$ cat config.mk
export PLATFORM = sky130hd
export DESIGN_NAME = periodic_task_dispatcher_flat
export DESIGN_NICKNAME = d
export VERILOG_FILES = /design/src/rtl/ptd_pkg.sv /design/src/rtl/ptd_ifc.sv /design/src/rtl/periodic_task_dispatcher.sv /design/src/rtl/ptd_mem.sv /design/src/rtl/ptd_alu.sv /design/src/flat_wrapper.sv
export SDC_FILE = /design/constraint.sdc
export NUM_CORES = 2
export LEC_CHECK = 0
export ABC_CLOCK_PERIOD_IN_PS = 14600
export BUFFER_PORTS_ARGS = -buffer_cell sky130_fd_sc_hd__buf_2
export CAP_MARGIN = 20
export CORE_MARGIN = 2
export CORE_UTILIZATION = 42
export CTS_BUF_LIST = sky130_fd_sc_hd__clkbuf_16
export DETAILED_ROUTE_END_ITERATION = 16
export GPL_ROUTABILITY_DRIVEN = 0
export SLEW_MARGIN = 20
export SYNTH_ARGS = -nofsm -noshare
export SYNTH_HDL_FRONTEND = slang
export SYNTH_HIERARCHICAL = 1
export SYNTH_SLANG_ARGS = --single-unit
$ cat constraint.sdc
create_clock -name clk -period 14.6 [get_ports clk]
set_input_delay 1.46 -clock clk [delete_from_list [all_inputs] [get_ports clk]]
set_output_delay 1.46 -clock clk [all_outputs]
set_load 0.02 [all_outputs]
$ cat src/rtl/ptd_pkg.sv
// ----------------------------------------------------------------------------
// ptd_pkg
// shared types, codes and constants of the periodic task dispatcher
// ----------------------------------------------------------------------------
package ptd_pkg;

  localparam int NUM_SLOTS_DEF = 16;
  localparam int CFG_IDX_W     = 4;

  localparam logic [CFG_IDX_W-1:0] CFG_COMP_WINDOW = CFG_IDX_W'(0);
  localparam logic [CFG_IDX_W-1:0] CFG_HIGH_FIRST  = CFG_IDX_W'(1);

  localparam logic [31:0] COMP_WINDOW_RST = 32'd1000;
  localparam logic [63:0] WAIT_NONE       = 64'hFFFF_FFFF_FFFF_FFFF;

  typedef enum logic [2:0] {
    REQ_TICK   = 3'd0,
    REQ_CREATE = 3'd1,
    REQ_DELETE = 3'd2,
    REQ_ENABLE = 3'd3,
    REQ_DELAY  = 3'd4,
    REQ_QUERY  = 3'd5,
    REQ_NOP    = 3'd6,
    REQ_RSVD   = 3'd7
  } req_t;

  typedef enum logic [2:0] {
    ST_IDLE,
    ST_DECODE,
    ST_SCAN,
    ST_LATE,
    ST_ADV,
    ST_SLOT_WR,
    ST_FINISH
  } state_t;

  typedef enum logic {
    ALU_ADD,
    ALU_SUB
  } alu_op_t;

  typedef struct packed {
    alu_op_t     op;
    logic [63:0] a;
    logic [63:0] b;
  } alu_req_t;

  typedef struct packed {
    logic [7:0]  prio;
    logic [31:0] period;
    logic [63:0] due;
  } entry_t;

endpackage

$ cat src/rtl/ptd_ifc.sv
// ----------------------------------------------------------------------------
// ptd interfaces
// request, result and configuration channels of the dispatcher
// ----------------------------------------------------------------------------
interface ptd_req_if;
  logic        valid;
  logic        ready;
  logic [2:0]  req_type;
  logic [3:0]  slot;
  logic [63:0] now_ticks;
  logic [31:0] period_ticks;
  logic [7:0]  prio_level;
  logic        enable_flag;
  logic [31:0] delay_ticks;
  logic        delay_mode;
  modport source (output valid, req_type, slot, now_ticks, period_ticks, prio_level,
                  enable_flag, delay_ticks, delay_mode, input ready);
  modport sink (input valid, req_type, slot, now_ticks, period_ticks, prio_level,
                enable_flag, delay_ticks, delay_mode, output ready);
endinterface

interface ptd_rsp_if;
  logic        valid;
  logic        ready;
  logic        status;
  logic        run_valid;
  logic [3:0]  run_slot;
  logic [63:0] wait_ticks;
  logic        slot_exists;
  logic        slot_enabled;
  logic [4:0]  task_count;
  modport source (output valid, status, run_valid, run_slot, wait_ticks, slot_exists,
                  slot_enabled, task_count, input ready);
  modport sink (input valid, status, run_valid, run_slot, wait_ticks, slot_exists,
                slot_enabled, task_count, output ready);
endinterface

interface ptd_cfg_if;
  logic        valid;
  logic        ready;
  logic [3:0]  idx;
  logic [63:0] data;
  modport source (output valid, idx, data, input ready);
  modport sink (input valid, idx, data, output ready);
endinterface

$ cat src/rtl/periodic_task_dispatcher.sv
// ----------------------------------------------------------------------------
// periodic_task_dispatcher
// periodic task slot table with priority dispatch on tick items
// ----------------------------------------------------------------------------
//  channel  dir  handshake      payload
//  req      in   valid/ready    req_type slot now_ticks period_ticks prio_level
//                               enable_flag delay_ticks delay_mode
//  rsp      out  valid/ready    status run_valid run_slot wait_ticks slot_exists
//                               slot_enabled task_count
//  cfg      in   valid/ready    idx data (always ready)
//
//  tick item: decode, scan of all slots, late check, due advance when a task is dispatched, result
//  other items: decode, optional read-modify-write, result
//  req is ready only in idle; result sits in an output register
//  the result is held while rsp stalls; the next item waits for a free register
//  rst clears valid and enable bits, task count, state, configuration and rsp valid, no table sweep
// ----------------------------------------------------------------------------
module periodic_task_dispatcher import ptd_pkg::*; #(
  parameter int NUM_SLOTS = NUM_SLOTS_DEF
) (
  input logic        clk,
  input logic        rst,
  ptd_req_if.sink    req,
  ptd_rsp_if.source  rsp,
  ptd_cfg_if.sink    cfg
);

  localparam int SW = (NUM_SLOTS > 1) ? $clog2(NUM_SLOTS) : 1;
  localparam int CW = $clog2(NUM_SLOTS + 1);

  state_t state, state_next;

  logic [31:0]          comp_window;
  logic                 high_first;
  logic [NUM_SLOTS-1:0] valid;
  logic [NUM_SLOTS-1:0] enable;
  logic [CW-1:0]        cnt;

  logic [2:0]  q_type;
  logic [3:0]  q_slot;
  logic [63:0] q_now;
  logic [31:0] q_period;
  logic [7:0]  q_prio;
  logic        q_en;
  logic [31:0] q_delay;
  logic        q_from;

  logic [CW-1:0] scan_cnt;
  logic          ev_vld;
  logic [SW-1:0] ev_idx;
  logic          found;
  logic          any;
  logic [SW-1:0] best_idx;
  logic [7:0]    best_prio;
  logic [31:0]   best_period;
  logic [63:0]   best_due;
  logic [63:0]   earliest;
  logic          adv;

  logic        res_status;
  logic        res_run;
  logic [63:0] res_wait;
  logic        res_exists;
  logic        res_enabled;

  logic          mem_we;
  logic [SW-1:0] mem_waddr;
  logic [SW-1:0] mem_raddr;
  entry_t        mem_wdata;
  entry_t        mem_rdata;
  alu_req_t      alu_in;
  logic [63:0]   alu_y;

  logic [SW-1:0] q_si;
  logic          q_in_range;
  logic          q_present;
  logic          better;

  assign q_si       = SW'(q_slot);
  assign q_in_range = (32'(q_slot) < NUM_SLOTS);
  assign q_present  = q_in_range && valid[q_si];
  assign better     = high_first ? (mem_rdata.prio > best_prio) : (mem_rdata.prio < best_prio);

  assign req.ready = (state == ST_IDLE);
  assign cfg.ready = 1'b1;

  ptd_mem #(.NUM_SLOTS(NUM_SLOTS), .SW(SW)) u_mem (
    .clk   (clk),
    .we    (mem_we),
    .waddr (mem_waddr),
    .wdata (mem_wdata),
    .raddr (mem_raddr),
    .rdata (mem_rdata)
  );

  ptd_alu u_alu (
    .ctl (alu_in),
    .y   (alu_y)
  );

  // configuration registers
  always_ff @(posedge clk) begin
    if (rst) begin
      comp_window <= COMP_WINDOW_RST;
      high_first  <= 1'b0;
    end else if (cfg.valid && cfg.ready) begin
      if (cfg.idx == CFG_COMP_WINDOW) begin
        comp_window <= cfg.data[31:0];
      end else if (cfg.idx == CFG_HIGH_FIRST) begin
        high_first <= cfg.data[0];
      end
    end
  end

  always_ff @(posedge clk) begin
    if (rst) begin
      state <= ST_IDLE;
    end else begin
      state <= state_next;
    end
  end

  always_comb begin
    state_next = state;
    mem_we     = 1'b0;
    mem_waddr  = q_si;
    mem_raddr  = q_si;
    mem_wdata  = '{prio: q_prio, period: (q_period == 32'd0) ? 32'd1 : q_period, due: q_now};
    alu_in     = '{op: ALU_ADD, a: q_now, b: 64'd0};
    case (state)
      ST_IDLE: begin
        if (req.valid) begin
          state_next = ST_DECODE;
        end
      end
      ST_DECODE: begin
        if (q_type == REQ_TICK) begin
          state_next = ST_SCAN;
        end else if (q_type == REQ_CREATE && q_in_range) begin
          mem_we     = 1'b1;
          state_next = ST_FINISH;
        end else if (q_present &&
                     ((q_type == REQ_ENABLE && q_en) || q_type == REQ_DELAY)) begin
          state_next = ST_SLOT_WR;
        end else begin
          state_next = ST_FINISH;
        end
      end
      ST_SCAN: begin
        mem_raddr = scan_cnt[SW-1:0];
        if (scan_cnt == CW'(NUM_SLOTS) && !ev_vld) begin
          state_next = ST_LATE;
        end
      end
      ST_LATE: begin
        if (found) begin
          alu_in     = '{op: ALU_SUB, a: q_now, b: best_due};
          state_next = ST_ADV;
        end else begin
          alu_in     = '{op: ALU_SUB, a: earliest, b: q_now};
          state_next = ST_FINISH;
        end
      end
      ST_ADV: begin
        alu_in     = '{op: ALU_ADD, a: adv ? best_due : q_now, b: {32'd0, best_period}};
        mem_we     = 1'b1;
        mem_waddr  = best_idx;
        mem_wdata  = '{prio: best_prio, period: best_period, due: alu_y};
        state_next = ST_FINISH;
      end
      ST_SLOT_WR: begin
        alu_in = '{op: ALU_ADD, a: q_from ? q_now : mem_rdata.due, b: {32'd0, q_delay}};
        mem_we = 1'b1;
        if (q_type == REQ_DELAY) begin
          mem_wdata = '{prio: mem_rdata.prio, period: mem_rdata.period, due: alu_y};
        end else begin
          mem_wdata = '{prio: mem_rdata.prio, period: mem_rdata.period, due: q_now};
        end
        state_next = ST_FINISH;
      end
      ST_FINISH: begin
        if (!rsp.valid || rsp.ready) begin
          state_next = ST_IDLE;
        end
      end
      default: state_next = ST_IDLE;
    endcase
  end

  // slot valid and enable bits, task count
  always_ff @(posedge clk) begin
    if (rst) begin
      valid  <= '0;
      enable <= '0;
      cnt    <= '0;
    end else if (state == ST_DECODE) begin
      if (q_type == REQ_CREATE && q_in_range) begin
        if (!valid[q_si]) begin
          cnt <= cnt + 1'b1;
        end
        valid[q_si]  <= 1'b1;
        enable[q_si] <= q_en;
      end else if (q_type == REQ_DELETE && q_present) begin
        valid[q_si]  <= 1'b0;
        enable[q_si] <= 1'b0;
        cnt          <= cnt - 1'b1;
      end else if (q_type == REQ_ENABLE && q_present) begin
        enable[q_si] <= q_en;
      end
    end
  end

  // item fields, scan and result registers
  always_ff @(posedge clk) begin
    case (state)
      ST_IDLE: begin
        if (req.valid) begin
          q_type   <= req.req_type;
          q_slot   <= req.slot;
          q_now    <= req.now_ticks;
          q_period <= req.period_ticks;
          q_prio   <= req.prio_level;
          q_en     <= req.enable_flag;
          q_delay  <= req.delay_ticks;
          q_from   <= req.delay_mode;
        end
      end
      ST_DECODE: begin
        scan_cnt    <= '0;
        ev_vld      <= 1'b0;
        found       <= 1'b0;
        any         <= 1'b0;
        best_idx    <= '0;
        res_run     <= 1'b0;
        res_wait    <= 64'd0;
        res_exists  <= (q_type == REQ_QUERY) && q_present;
        res_enabled <= (q_type == REQ_QUERY) && q_present && enable[q_si];
        if (q_type == REQ_CREATE) begin
          res_status <= !q_in_range;
        end else if (q_type == REQ_DELETE || q_type == REQ_ENABLE ||
                     q_type == REQ_DELAY || q_type == REQ_QUERY) begin
          res_status <= !q_present;
        end else begin
          res_status <= 1'b0;
        end
      end
      ST_SCAN: begin
        if (scan_cnt < CW'(NUM_SLOTS)) begin
          ev_vld   <= 1'b1;
          ev_idx   <= scan_cnt[SW-1:0];
          scan_cnt <= scan_cnt + 1'b1;
        end else begin
          ev_vld <= 1'b0;
        end
        if (ev_vld && valid[ev_idx] && enable[ev_idx]) begin
          any <= 1'b1;
          if (!any || mem_rdata.due < earliest) begin
            earliest <= mem_rdata.due;
          end
          if (q_now >= mem_rdata.due) begin
            found <= 1'b1;
            if (!found || better) begin
              best_idx    <= ev_idx;
              best_prio   <= mem_rdata.prio;
              best_period <= mem_rdata.period;
              best_due    <= mem_rdata.due;
            end
          end
        end
      end
      ST_LATE: begin
        adv     <= (alu_y <= {32'd0, comp_window});
        res_run <= found;
        if (found) begin
          res_wait <= 64'd0;
        end else if (any) begin
          res_wait <= alu_y;
        end else begin
          res_wait <= WAIT_NONE;
        end
      end
      default: begin
      end
    endcase
  end

  // output register
  always_ff @(posedge clk) begin
    if (rst) begin
      rsp.valid <= 1'b0;
    end else if (state == ST_FINISH && (!rsp.valid || rsp.ready)) begin
      rsp.valid <= 1'b1;
    end else if (rsp.ready) begin
      rsp.valid <= 1'b0;
    end
  end

  always_ff @(posedge clk) begin
    if (state == ST_FINISH && (!rsp.valid || rsp.ready)) begin
      rsp.status       <= res_status;
      rsp.run_valid    <= res_run;
      rsp.run_slot     <= res_run ? 4'(best_idx) : 4'd0;
      rsp.wait_ticks   <= res_wait;
      rsp.slot_exists  <= res_exists;
      rsp.slot_enabled <= res_enabled;
      rsp.task_count   <= 5'(cnt);
    end
  end

  a_busy_after_accept: assert property (@(posedge clk) disable iff (rst)
    req.valid && req.ready |=> !req.ready)
    else $error("request accepted while an item is in work");

  a_count_bound: assert property (@(posedge clk) disable iff (rst)
    cnt <= CW'(NUM_SLOTS))
    else $error("task count beyond slot count");

  a_scan_bound: assert property (@(posedge clk) disable iff (rst)
    state == ST_SCAN |-> scan_cnt <= CW'(NUM_SLOTS))
    else $error("scan ran past the table");

  a_run_no_wait: assert property (@(posedge clk) disable iff (rst)
    rsp.valid && rsp.run_valid |-> rsp.wait_ticks == 64'd0)
    else $error("dispatch result carries a wait");

endmodule

$ cat src/rtl/ptd_mem.sv
// ----------------------------------------------------------------------------
// ptd_mem
// slot table: priority, period and due time, one write and one read port
// ----------------------------------------------------------------------------
module ptd_mem import ptd_pkg::*; #(
  parameter int NUM_SLOTS = NUM_SLOTS_DEF,
  parameter int SW        = 4
) (
  input  logic          clk,
  input  logic          we,
  input  logic [SW-1:0] waddr,
  input  entry_t        wdata,
  input  logic [SW-1:0] raddr,
  output entry_t        rdata
);

  entry_t mem [NUM_SLOTS];

  always_ff @(posedge clk) begin
    if (we) begin
      mem[waddr] <= wdata;
    end
    rdata <= mem[raddr];
  end

endmodule

$ cat src/rtl/ptd_alu.sv
// ----------------------------------------------------------------------------
// ptd_alu
// shared 64-bit add / subtract unit for due time and wait arithmetic
// ----------------------------------------------------------------------------
module ptd_alu import ptd_pkg::*; (
  input  alu_req_t    ctl,
  output logic [63:0] y
);

  always_comb begin
    case (ctl.op)
      ALU_ADD: y = ctl.a + ctl.b;
      ALU_SUB: y = ctl.a - ctl.b;
      default: y = ctl.a;
    endcase
  end

endmodule
$ cat src/flat_wrapper.sv
// flat-port wrapper written by rule: the top's interface ports become plain ports
module periodic_task_dispatcher_flat import ptd_pkg::*;
#(
  parameter int NUM_SLOTS = NUM_SLOTS_DEF
)
  (clk, rst, req_valid, req_req_type, req_slot, req_now_ticks, req_period_ticks, req_prio_level, req_enable_flag, req_delay_ticks, req_delay_mode, req_ready, rsp_valid, rsp_status, rsp_run_valid, rsp_run_slot, rsp_wait_ticks, rsp_slot_exists, rsp_slot_enabled, rsp_task_count, rsp_ready, cfg_valid, cfg_idx, cfg_data, cfg_ready);
  ptd_req_if req_i ();
  ptd_rsp_if rsp_i ();
  ptd_cfg_if cfg_i ();
  input logic clk;
  input logic rst;
  input wire logic [$bits(req_i.valid)-1:0] req_valid;
  input wire logic [$bits(req_i.req_type)-1:0] req_req_type;
  input wire logic [$bits(req_i.slot)-1:0] req_slot;
  input wire logic [$bits(req_i.now_ticks)-1:0] req_now_ticks;
  input wire logic [$bits(req_i.period_ticks)-1:0] req_period_ticks;
  input wire logic [$bits(req_i.prio_level)-1:0] req_prio_level;
  input wire logic [$bits(req_i.enable_flag)-1:0] req_enable_flag;
  input wire logic [$bits(req_i.delay_ticks)-1:0] req_delay_ticks;
  input wire logic [$bits(req_i.delay_mode)-1:0] req_delay_mode;
  output wire logic [$bits(req_i.ready)-1:0] req_ready;
  output wire logic [$bits(rsp_i.valid)-1:0] rsp_valid;
  output wire logic [$bits(rsp_i.status)-1:0] rsp_status;
  output wire logic [$bits(rsp_i.run_valid)-1:0] rsp_run_valid;
  output wire logic [$bits(rsp_i.run_slot)-1:0] rsp_run_slot;
  output wire logic [$bits(rsp_i.wait_ticks)-1:0] rsp_wait_ticks;
  output wire logic [$bits(rsp_i.slot_exists)-1:0] rsp_slot_exists;
  output wire logic [$bits(rsp_i.slot_enabled)-1:0] rsp_slot_enabled;
  output wire logic [$bits(rsp_i.task_count)-1:0] rsp_task_count;
  input wire logic [$bits(rsp_i.ready)-1:0] rsp_ready;
  input wire logic [$bits(cfg_i.valid)-1:0] cfg_valid;
  input wire logic [$bits(cfg_i.idx)-1:0] cfg_idx;
  input wire logic [$bits(cfg_i.data)-1:0] cfg_data;
  output wire logic [$bits(cfg_i.ready)-1:0] cfg_ready;
  assign req_i.valid = req_valid;
  assign req_i.req_type = req_req_type;
  assign req_i.slot = req_slot;
  assign req_i.now_ticks = req_now_ticks;
  assign req_i.period_ticks = req_period_ticks;
  assign req_i.prio_level = req_prio_level;
  assign req_i.enable_flag = req_enable_flag;
  assign req_i.delay_ticks = req_delay_ticks;
  assign req_i.delay_mode = req_delay_mode;
  assign req_ready = req_i.ready;
  assign rsp_valid = rsp_i.valid;
  assign rsp_status = rsp_i.status;
  assign rsp_run_valid = rsp_i.run_valid;
  assign rsp_run_slot = rsp_i.run_slot;
  assign rsp_wait_ticks = rsp_i.wait_ticks;
  assign rsp_slot_exists = rsp_i.slot_exists;
  assign rsp_slot_enabled = rsp_i.slot_enabled;
  assign rsp_task_count = rsp_i.task_count;
  assign rsp_i.ready = rsp_ready;
  assign cfg_i.valid = cfg_valid;
  assign cfg_i.idx = cfg_idx;
  assign cfg_i.data = cfg_data;
  assign cfg_ready = cfg_i.ready;
  periodic_task_dispatcher #(.NUM_SLOTS(NUM_SLOTS)) u_core (.clk(clk), .rst(rst), .req(req_i), .rsp(rsp_i), .cfg(cfg_i));
endmodule
* Word level (Yosys, flattened, before mapping) *
Memories as Yosys holds them, arrays and structs flattened. A register that Yosys moved wholly into a read port is not among the register bits.
Cells that the tools add are included.

word-level totals
  output and inout bits = 80
  bits in registers = 549
  input bits = 218
  logic and storage cells = 191
  memory bits (writable) = 1,664
  memories kept = 1

memory list
  memory            words  bits a word  rd ports  clocked after Yosys merged registers in  wr ports  line           source
  u_core.u_mem.mem  16     104          1         1                                        1         ptd_mem.sv:17  entry_t mem [NUM_SLOTS];

operators by class
  muxes and demuxes = 62
  add/sub/neg operators = 5
  eq/ne operators = 21
  bitwise operators = 7
  reductions and logical operators = 48
  order comparisons = 9

operators by type and width
  operator                                     number
  case mux 129 bit (3 select lines)            1
  2-to-1 mux 64 bit                            5
  case mux 64 bit (2 select lines)             2
  case mux 104 bit (2 select lines)            1
  2-to-1 mux 128 bit                           1
  2-to-1 mux 16 bit                            5
  adder 64 bit                                 1
  >= comparator 64 bit                         1
  <= comparator 64 x 32 -> 1 bit               1
  less-than comparator 64 bit                  1
  subtractor 64 bit                            1
  bitwise AND 16 bit                           2
  zero test 32 bit                             1
  2-to-1 mux 32 bit                            1
  2-to-1 mux 4 bit                             5
  2-to-1 mux 5 bit                             4
  case mux 3 bit (6 select lines)              1
  binary-select mux 1 bit (select 4 bit)       4
  bitwise mux 16 bit                           1
  2-to-1 mux 1 bit                             16
  NOT 16 bit                                   1
  bitwise OR 16 bit                            1
  equality test 3 bit (second input constant)  5
  2-to-1 mux 3 bit                             5
  other kinds (30)                             85

* Logic depth before layout (Yosys ltp) *
  depth in word-level cells = 8
  depth in mapped cells = 32
  depth with buffers taken out = 27

* Cells and area by module *
The synthesis kept the hierarchy.

modules (own cells, without submodules)
  module                    sequential area each (um^2)  area each (um^2)  cells each  instances
  ptd_mem                   52,049.9                     64,257.9          2,662       1
  periodic_task_dispatcher  15,745.1                     27,233.6          2,315       1
  ptd_alu                   0.0                          5,022.3           760         1

* Worst setup path after synthesis *
Ideal clock, no wire load.

  kind = register to register
  start point = register u_core.state[0]
  end point = memory u_core/u_mem/mem[0][0] (netlist bit) (enable)
  path slack = 3,401 ps
  stages on the path, launching flop included = 9
  required time = 13,906 ps
  clock period less this slack = 11,199 ps
  library setup time = 694 ps
  data arrival time = 10,505 ps
  buffers on the path = 1
  cell sequence = dfxtp_1 > clkbuf_1 > and2b_1 > nand2b_1 > nor2_1 > nand2_1 > nand2_1 > or3b_2 > nor3_1

between the ends
  longest elaborated chain between the ends = 5
  elaborated cells on any way between the ends = 8
  classes of those cells = eq/ne: 3; mux: 4; reduce/logical: 1

ends and longest elaborated chain
  element                                   line                             source
  start: declaration                        periodic_task_dispatcher.sv:31   state_t state, state_next;
  start signal: assignment                  periodic_task_dispatcher.sv:119  state <= state_next;
  equality test 3 bit                       periodic_task_dispatcher.sv:130  case (state)
  OR reduction 2 bit (no line)              --
  case mux 1 bit (2 select lines) *         periodic_task_dispatcher.sv:130
  named net u_core.mem_we                   periodic_task_dispatcher.sv:66   logic mem_we;
  2-to-1 mux 1 bit *                        ptd_mem.sv:20                    if (we) begin
  2-to-1 mux 1 bit (not written as such) *  ptd_mem.sv:21                    mem[waddr] <= wdata;
  end: declaration                          ptd_mem.sv:17

Mark *: on every way through the listed nets, which the timed path passes. The rest lies on a longest branch.

==> impl_metrics.env <==
export IMPL_run_status="complete, no violations"
export IMPL_fin_crit_ns=9.01
export IMPL_tritoncts="yes"
export IMPL_yosys_register_bits=2317
export IMPL_drtPass1Iterations=8
export IMPL_route_detailed_vias_per_inst=5.90
export IMPL_globalRouteMet2Util=0.334
export IMPL_static_leakage_power_uw=0.0374
export IMPL_path_class_of_the_lowest_slack_min_delay_path="register to register"
export IMPL_post_synth_top_area_fraction=0.666
export IMPL_final_max_slew_violation_count=0
export IMPL_post_cts_setup_buffer_count=0
export IMPL_routed_wire_length_per_instance_um=28.4
export IMPL_cts_num_sinks=2317
export IMPL_ir_drop_mv=0.184
export IMPL_ys_warn_count=6
export IMPL_rsz_0062_raised_after_global_routing="false"
export IMPL_cts_repair_resize_count=0
export IMPL_netlist_cell_type_count=86
export IMPL_clk_path_buf_depth=3
export IMPL_synthCells=5737
export IMPL_post_synth_top_area_cell="sky130_fd_sc_hd__edfxtp_1"
export IMPL_first_global_vias=54000
export IMPL_cp_data_required_time_ns=15.26
export IMPL_die_width_um=483
export IMPL_placement_io_buffers=264
export IMPL_crit_path_frequent_cell="sky130_fd_sc_hd__o21ai_0"
export IMPL_place_detailed_hpwl_mm=161
export IMPL_met3_usage=0.0374
export IMPL_via_count=54900
export IMPL_max_slew_margin=0.156
export IMPL_cts_buffers_inserted=232
export IMPL_sequential_cell_area_um2=67800
export IMPL_mappedNetlistNets=6193
export IMPL_layout_cells_most_common="sky130_fd_sc_hd__edfxtp_1"
export IMPL_fillCellCount=19200
export IMPL_async_flop_share=0
export IMPL_final_layout_size_suffix_gt1_frac=0.203
export IMPL_timing_reg2reg_worst_path_depth=24
export IMPL_floorplan_rows=175
export IMPL_area_of_combinational_cells_with_multiple_inputs_um2=26600
export IMPL_cpPeakStageDelay_ns=0.98
export IMPL_synth_enable_flop_cells=2139
export IMPL_root_buffer="sky130_fd_sc_hd__clkbuf_16"
export IMPL_use_met1=0.337
export IMPL_antenna_violations_before_repair=19
export IMPL_arrival_time_at_the_worst_endpoint_ns=9.67
export IMPL_grt_pass1_wl_mm=381
export IMPL_final_net_count=6536
export IMPL_number_of_cells_on_the_worst_hold_path=0
export IMPL_worst_clock_skew_ns=0.0804
export IMPL_synth_area_per_cell_um2=16.8
export IMPL_dieArea_um2=234000
export IMPL_crit_fanout=48
export IMPL_critical_path_slowest_cell="sky130_fd_sc_hd__a21oi_1"
export IMPL_timing_worst_setup_path_type="register to register"
export IMPL_drt_iter0_drc=6223
export IMPL_clock_latency_ns=0.90
export IMPL_grt_busiest_layer="met1"
export IMPL_synth_area_um2=96500
export IMPL_worst_slew_pin_slew_ns=1.27
export IMPL_final_cell_mix="sky130_fd_sc_hd__edfxtp_1 (2,139), sky130_fd_sc_hd__mux4_2 (426), sky130_fd_sc_hd__inv_1 (337)"
export IMPL_coreArea_um2=228000
export IMPL_cap_viol_max_count=0
export IMPL_holdBufCountCts=0
export IMPL_setup_viol=0
export IMPL_starting_density=0.423
export IMPL_yosysSeqAreaShare=0.702
export IMPL_final_min_period_over_clock_period=0.617
export IMPL_globalRouteTotalUtil=0.222
export IMPL_synthTopCellsByArea="sky130_fd_sc_hd__edfxtp_1 (67%), sky130_fd_sc_hd__mux4_2 (9.9%), sky130_fd_sc_hd__dfxtp_1 (3.7%)"
export IMPL_start_kind="register"
export IMPL_drt_total_wl_mm=264
export IMPL_postRouteAntennaNets=0
export IMPL_rrSetupSlack_ns=5.59
export IMPL_drcViolationCount=0
export IMPL_end_kind="register"
export IMPL_clk_pin_slew_ns=0.06
export IMPL_final_hold_viol_count=0
export IMPL_worstPathCellList="buf_4 > nor2b_1 > a21oi_1 > o22ai_1 > nor3_1 > and3_1 > nand2_1 > nor3_1 > nand2_1 > nor2_1 > nor2_1 > xnor2_1 > ha_1 > a21oi_1 > o21ai_0 > a31oi_1 > o21ai_0 > o21ai_0 > o21ai_0 > a21oi_1 > o22ai_1 > a211o_1 > xor2_1 > mux2_2"
export IMPL_p_per_area_nw_per_um2=235
export IMPL_achievable_frequency_mhz=111
export IMPL_synthFlopType="sky130_fd_sc_hd__edfxtp_1"
export IMPL_io_pin_count=298
export IMPL_totalNegativeSetupSlack_ns=0
export IMPL_area_growth_synth_to_final_pct=13.0
export IMPL_global_route_overflow_total=0
export IMPL_grt_max_degree=124
export IMPL_dieHeight_um=483
export IMPL_hold_ws_ns=0.394
export IMPL_htreeDepth=4
-- state kept, by name, summed over array words and instances (netlist names), 64 cells and up, named ones only --
signal                 flops
u_core/rsp.wait_ticks     64
u_core/best_due           64
u_core/u_mem/mem        1664
u_core/earliest           64
u_core/u_mem/rdata       104
u_core/res_wait           64
u_core/q_now              64
-- kinds of logic after synthesis --
logic type,share of synthesized area
buffers and inverters,0.0245
DFF,0.702
other,0.0000389
and+or+nand+nor,0.0423
muxes,0.115
AOI/OAI and AO/OA,0.0725
xor gates and xnor gates,0.0121
adders and majority gates,0.0310
-- report_power, final --
group          switching [uW]  leakage (uW)  total (uW)  internal [uW]
clock network            2570       0.00388        5780           3210
logic                    6900        0.0127       10500           3550
registers                 508        0.0209        9400           8900
total                    9980        0.0374       25600          15700
-- cell type report --
class                           count  share of cell area
Multi-Input combinational cell   2858               0.244
Timing Repair Buffer              402              0.0224
Clock buffer                      232              0.0532
Clock inverter                    208              0.0151
Inverter                          269             0.00926
Sequential cell                  2317               0.622
Antenna cell                        4           0.0000918
Tap cell                         3009              0.0345
-- cells in the mapped netlist, types with 63 or more instances --
| cell | number |
|---|---|
| sky130_fd_sc_hd__clkbuf_1 | 195 |
| sky130_fd_sc_hd__a21oi_1 | 321 |
| sky130_fd_sc_hd__o21ai_0 | 136 |
| sky130_fd_sc_hd__a221o_1 | 65 |
| sky130_fd_sc_hd__a22o_1 | 63 |
| sky130_fd_sc_hd__a22oi_1 | 208 |
| sky130_fd_sc_hd__inv_1 | 268 |
| sky130_fd_sc_hd__dfxtp_1 | 178 |
| sky130_fd_sc_hd__edfxtp_1 | 2139 |
| sky130_fd_sc_hd__mux2_2 | 67 |
| sky130_fd_sc_hd__mux2i_1 | 76 |
| sky130_fd_sc_hd__nor2b_1 | 89 |
| sky130_fd_sc_hd__xnor2_1 | 99 |
| sky130_fd_sc_hd__mux4_2 | 426 |
| sky130_fd_sc_hd__ha_1 | 236 |
| sky130_fd_sc_hd__nand2_1 | 322 |
| sky130_fd_sc_hd__nor2_1 | 187 |
-- through the flow --
step | power (uW) | cell area [um^2] | setup slack, ns | util | std cells
6_report | 25600 | 109000 | 5.59 | 0.479 | 9299
5_1_grt | 26900 | 109000 | 5.48 | 0.479 | 9296
4_1_cts | 25600 | 109000 | 5.99 | 0.478 | 9295
3_5_place_dp | 19800 | 102000 | 5.98 | 0.446 | 8855
3_3_place_gp | 19700 | 102000 | 6.12 | 0.446 | 8854
2_1_floorplan | 16000 | 96500 | 3.40 | - | 5737
-- worst max-delay path, delay by kind of cell, from the launching register on --
kind            cells  cell delay, ns
compound gates     11            3.27
simple gates        8            2.27
xor+xnor            2            0.89
flops               1            0.73
buf+inv             1            0.59
mux                 1            0.51
fa+ha+maj           1            0.41
-- final timing paths --
path	start	to
setup / recovery	u_core/state[0]	u_core/u_mem/mem[2][59]
hold / removal	u_core/res_exists	u_core/rsp.slot_exists
hold reg to reg	u_core/res_exists	u_core/rsp.slot_exists
setup reg to reg	u_core/state[0]	u_core/u_mem/mem[2][59]
-- routing by layer --
layer | wire length (um) | share of wire | up-vias
li1 | - | - | 23500
met1 | 119000 | 0.45 | 28600
met2 | 118000 | 0.45 | 2381
met3 | 21400 | 0.081 | 362
met4 | 6250 | 0.024 | 8
met5 | 63 | 0.00024 | -
Note: power is estimated with default switching activity, not from simulation.
